===== src/rtl/core/apsd_pkg.sv =====
package apsd_pkg;

    // Field widths
    localparam int DIST_W   = 24;
    localparam int WEIGHT_W = 16;
    localparam int NODE_W   = 4;
    localparam int NCOUNT_W = 5;
    localparam int DATA_W   = 32;
    localparam int ADDR_W   = 3;

    // No-path code
    localparam logic [DIST_W-1:0] DIST_INF = {DIST_W{1'b1}};

    // Node count after reset
    localparam logic [NCOUNT_W-1:0] NCOUNT_RST = 5'd16;

    // Item actions
    localparam logic ACT_WRITE = 1'b0;
    localparam logic ACT_QUERY = 1'b1;

    // Register index, taken from paddr[2]
    localparam logic REG_NODE_COUNT = 1'b0;

    // Request from the front end to the relaxation engine
    typedef struct packed {
        logic start;
        logic recompute;
    } t_relax_cmd;

    // Answer from the relaxation engine
    typedef struct packed {
        logic              done;
        logic [DIST_W-1:0] path_len;
    } t_relax_stat;

endpackage


===== src/rtl/core/apsd_edge_store.sv =====
module apsd_edge_store #(
    parameter int MAX_NODES = 16
) (
    input  logic                                i_clk,
    input  logic                                i_wen,
    input  logic [2*$clog2(MAX_NODES)-1:0]      i_waddr,
    input  logic [apsd_pkg::WEIGHT_W-1:0]       i_wdata,
    input  logic [2*$clog2(MAX_NODES)-1:0]      i_raddr,
    output logic [apsd_pkg::WEIGHT_W-1:0]       o_rdata
);
    import apsd_pkg::*;

    localparam int NW    = $clog2(MAX_NODES);
    localparam int AW    = 2 * NW;
    localparam int DEPTH = 1 << AW;

    logic [WEIGHT_W-1:0] r_mem [DEPTH];
    logic [WEIGHT_W-1:0] r_rdata;

    // Write one weight, read one weight with a registered output
    always_ff @(posedge i_clk) begin
        if (i_wen) begin
            r_mem[i_waddr] <= i_wdata;
        end
        r_rdata <= r_mem[i_raddr];
    end

    assign o_rdata = r_rdata;

endmodule


===== config.mk =====
export PLATFORM = sky130hd
export DESIGN_NAME = apsd_edge_store
export DESIGN_NICKNAME = d
export VERILOG_FILES = /design/src/rtl/core/apsd_pkg.sv /design/src/rtl/core/apsd_edge_store.sv
export SDC_FILE = /design/constraint.sdc
export NUM_CORES = 2
export LEC_CHECK = 0
export BUFFER_PORTS_ARGS = -buffer_cell sky130_fd_sc_hd__buf_2
export CAP_MARGIN = 20
export CORE_MARGIN = 5
export CORE_UTILIZATION = 45
export CTS_CLUSTER_DIAMETER = 150
export DETAILED_ROUTE_END_ITERATION = 12
export GPL_ROUTABILITY_DRIVEN = 0
export HOLD_SLACK_MARGIN = 0.1
export SLEW_MARGIN = 10
export SYNTH_ARGS = -nofsm -noshare
export SYNTH_HDL_FRONTEND = slang
export SYNTH_SLANG_ARGS = --single-unit

===== constraint.sdc =====
create_clock -name i_clk -period 6.9 [get_ports i_clk]
set_input_delay 2.07 -clock i_clk [delete_from_list [all_inputs] [get_ports i_clk]]
set_output_delay 2.07 -clock i_clk [all_outputs]
set_load 0.005 [all_outputs]

=== Word level (Yosys, flattened, before mapping) ===
Memories as Yosys holds them, arrays and structs flattened. A register that Yosys moved wholly into a read port is not among the register bits.
Cells that the tools add are included.

* Memories kept: 1
* Input bits: 34
* Register bits: 0
* Bits in writable memories: 4096
* Logic and storage cells: 3
* Output and inout bits: 16

{| class="wikitable"
|+ Memories
! memory !! words !! bits a word !! read ports !! clocked after Yosys merged registers in !! wr ports !! RTL line !! source
|-
| r_mem || 256 || 16 || 1 || 1 || 1 || apsd_edge_store.sv:17 || <nowiki>logic [WEIGHT_W-1:0] r_mem [DEPTH];</nowiki>
|}

* Multiplexer cells: 2

{| class="wikitable"
|+ Operators by type and width
! cell !! count
|-
| 1-bit two-way mux || 2
|}

=== Depth between registers and ports, before layout ===
* Depth in word-level cells: 2
* Mapped depth: 12
* Gate-level depth less buffers: 6

=== Worst setup path after synthesis ===
No wires, ideal clock.

* Path type: in2reg
* Start: input i_waddr[3]
* End: memory r_mem[235][0], enable pin
* Path slack: 2665 ps
* Arrival: 3847 ps
* Stages: 6
* Buffers on the path: 3
* Path through: clkbuf_1 > nor2b_1 > clkbuf_1 > nand4_1 > clkbuf_1 > nor2_1

{| class="wikitable"
|+ RTL lines
! item !! RTL line !! source
|-
| start, declared || apsd_edge_store.sv:6 || <nowiki>input logic [2*$clog2(MAX_NODES)-1:0] i_waddr,</nowiki>
|-
| end, declared || apsd_edge_store.sv:17 ||
|}

Straight into the memory's write port.

==> results_dict.tcl <==
set metrics [dict create \
    run_status "finished, final reports clean" \
    floorplan.core_area_um2 352000 \
    route.final.wire_length_um 423000 \
    cellLeakagePower_uw 0.0571 \
    initial_core_util 0.451 \
    antenna_left 0 \
    timing.critical_path.to_type "flop" \
    post_cts.repair.setup_buffers 0 \
    tritoncts "built" \
    timing_max_transition_violations_final 0 \
    cts_inserted_buffers 407 \
    vias 78735 \
    htreeDepth 5 \
    yosysWarnings 0 \
    worst_hold_path_type "reg2reg" \
    wire_length_of_the_first_global_routing_pass_um 596000 \
    final-setup-viol-count 0 \
    post_cts.resized_instances 0 \
    post_route_cells_drive_above_1_share 0.256 \
    ys_dominant_reg_cell "edfxtp_1" \
    post_synth_inst_count 7360 \
    ys_seq_area_frac 0.777 \
    final_design_area_no_fill_um2 180000 \
    viasPerCell 6.14 \
    crit_required_ps 7760 \
    hpwlAfterDp_um 252000 \
    layout.cells.non_filler 12824 \
    critPathMaxStageDelay_ps 830 \
    max_freq_mhz 195 \
    ir_drop_uv 214 \
    grt_start_max_net_pins 181 \
    antenna_found_initial 32 \
    fin_util 0.513 \
    synth_cell_type_count 52 \
    clkSinkCount 4112 \
    sequential_area_um2 123000 \
    synthesized_flop_and_latch_total 4112 \
    wl_per_cell_um 33.0 \
    worst-endpoint-arrival_ps 6000 \
    maxSlewHeadroom 0.119 \
    detailedRoute.firstIterationViolations 10216 \
    hold_buffers 0 \
    drc_errors 0 \
    timing_worst_setup_path_type "in2reg" \
    critPathLaunchType "input pin" \
    worstSkewPairLatency_ps 990 \
    core.rowCount 218 \
    slowest_stage "o32ai_1" \
    finalWorstPathRequiredPeriod_ps 5140 \
    first_global_vias 78148 \
    die_y_um 604 \
    tightest_slew_ps 1310 \
    finalClockSkew_ps 86.2 \
    grt_overflow_total 0 \
    drv.max_cap_violation_count 0 \
    multi_input_comb_area_um2 33100 \
    setup_tns_ps 0 \
    die_x_um 604 \
    mappedNetlistArea_um2 159000 \
    pre_cts_slack_ps 758 \
    synth_enable_flop_cells 4096 \
    number_of_nets_in_the_final_layout 7887 \
    post_dp_cell_area_um2 167000 \
    floorplan.die_area_um2 365000 \
    final-hold-violation-count 0 \
    largest_area_contributor_in_the_synthesized_netlist "edfxtp_1" \
    post-route-worst-setup-slack_ps 1760 \
    cts_root_buffer "clkbuf_16" \
    grt_util_all_layers 0.228 \
    grt_setup_unrepaired "false" \
    netlist_top_cells_area "edfxtp_1 77%, mux4_2 11%, mux2i_1 3.6%" \
    cts_max_path_buffers 4 \
    synth_fp_nets 7394 \
    placedCellCount 12057 \
    top_level_ports 50 \
    crit_chain "buf_12 > buf_12 > buf_4 > mux4_2 > mux4_2 > a22o_1 > o32ai_1 > buf_4 > nor4_1" \
    area_growth_syn_to_fin_pct 13.7 \
    nFillCells 27436 \
    yosysTopAreaCellShare 0.775 \
    synth-async-reset-ratio 0 \
    detailedRoute.firstPassIterationCount 9 \
    syn_avg_cell_area_um2 21.6 \
    cts.reportedPaths.clkPinSlew_ps 60 \
    port_buffers 49 \
    p_per_area_nw_per_um2 287 \
    critical_path.max_fanout 47 \
    final_min_period_over_clock_period 0.744 \
]
## cells by family after synthesis
family / count (synthesis) / synth area share
buffers and inverters: 456 / 0.0169
AO/OA/AOI/OAI: 786 / 0.0354
AND/OR/NAND/NOR: 556 / 0.0157
flip-flops: 4112 / 0.777
multiplexers: 1450 / 0.155
## final timing paths
path / startpoint / to / cells after the start / slack, ps
worst max-delay path: i_raddr[0] / o_rdata[10]$_DFF_P_ / 9 / 1760
worst max register to register: r_mem[131][0]$_DFFE_PP_ / o_rdata[0]$_DFF_P_ / 8 / 3730
worst min-delay path: r_mem[106][6]$_DFFE_PP_ / o_rdata[6]$_DFF_P_ / 6 / 1030
worst min register to register: r_mem[106][6]$_DFFE_PP_ / o_rdata[6]$_DFF_P_ / 6 / 1030
## per-stage QoR
| stage | power (µW) | hold slack, ps |
|---|---|---|
| 5_1_grt | 53400 | 1090 |
| 3_3_place_gp | 30700 | 1020 |
| 6_report | 51800 | 1030 |
| 2_1_floorplan | 29400 | 854 |
| 4_1_cts | 52200 | 1040 |
| 3_5_place_dp | 30700 | 1010 |
## flip-flops by register name, summed over array words and instances, names as in the netlist
| signal | cells |
|---|---|
| r_mem | 4096 |
| o_rdata | 16 |
## cell usage in the layout, fill, tap and decap left out, types with 62 or more instances in the layout
cell type and n:
a21oi_1 175, buf_12 62, buf_4 391, clkbuf_1 94
clkbuf_16 415, clkinv_1 96, clkinv_2 76, edfxtp_1 4096
mux2_2 88, mux2i_1 565, mux4_2 797, nor2_1 210
nor2_2 90, nor3_1 90, o221ai_1 252, o22ai_1 148
## cells in the mapped netlist (all sizes together), types with 6 or more instances
master,number
a211oi,18
and3,11
a21oi,175
o22ai,148
mux2i,565
nor4,18
nand3,35
mux2,88
a2111oi,6
clkbuf,230
nor2b,9
o31ai,16
edfxtp,4096
a22oi,43
dfxtp,16
mux4,797
a22o,32
nand2,38
nor3,92
buf,222
nand4,26
nor2,304
a221oi,28
o21ai,38
o32ai,21
a31oi,6
o221ai,253
## critical path: cells and delay by family
family	cells	cell delay [ps]
buf+inv	4	1340
compound gates	2	1220
mux	2	1000
simple gates	1	50
## metal layers
layer / GRT usage / up-vias / wire length (µm)
met2: 0.358 / 3601 / 200000
li1: - / 32313 / -
met1: 0.321 / 42154 / 170000
met3: 0.0427 / 655 / 36100
met5: 0 / - / 84
met4: 0.0867 / 12 / 17200
## cell type report
| class | count | share of cell area |
|---|---|---|
| diodes | 13 | 0.000180 |
| repair buffers | 536 | 0.0291 |
| multi-input cells | 2792 | 0.183 |
| inverters | 4 | 0.000153 |
| clock buffers | 512 | 0.0597 |
| clock inverters | 235 | 0.0123 |
| well taps | 4620 | 0.0320 |
| flip-flops and latches | 4112 | 0.683 |
## where the power goes
part           switching (µW)  internal [µW]
Clock                    9350          12300
Combinational            1690            887
Sequential               52.3          27500
Power figures use the tool's default switching activity.
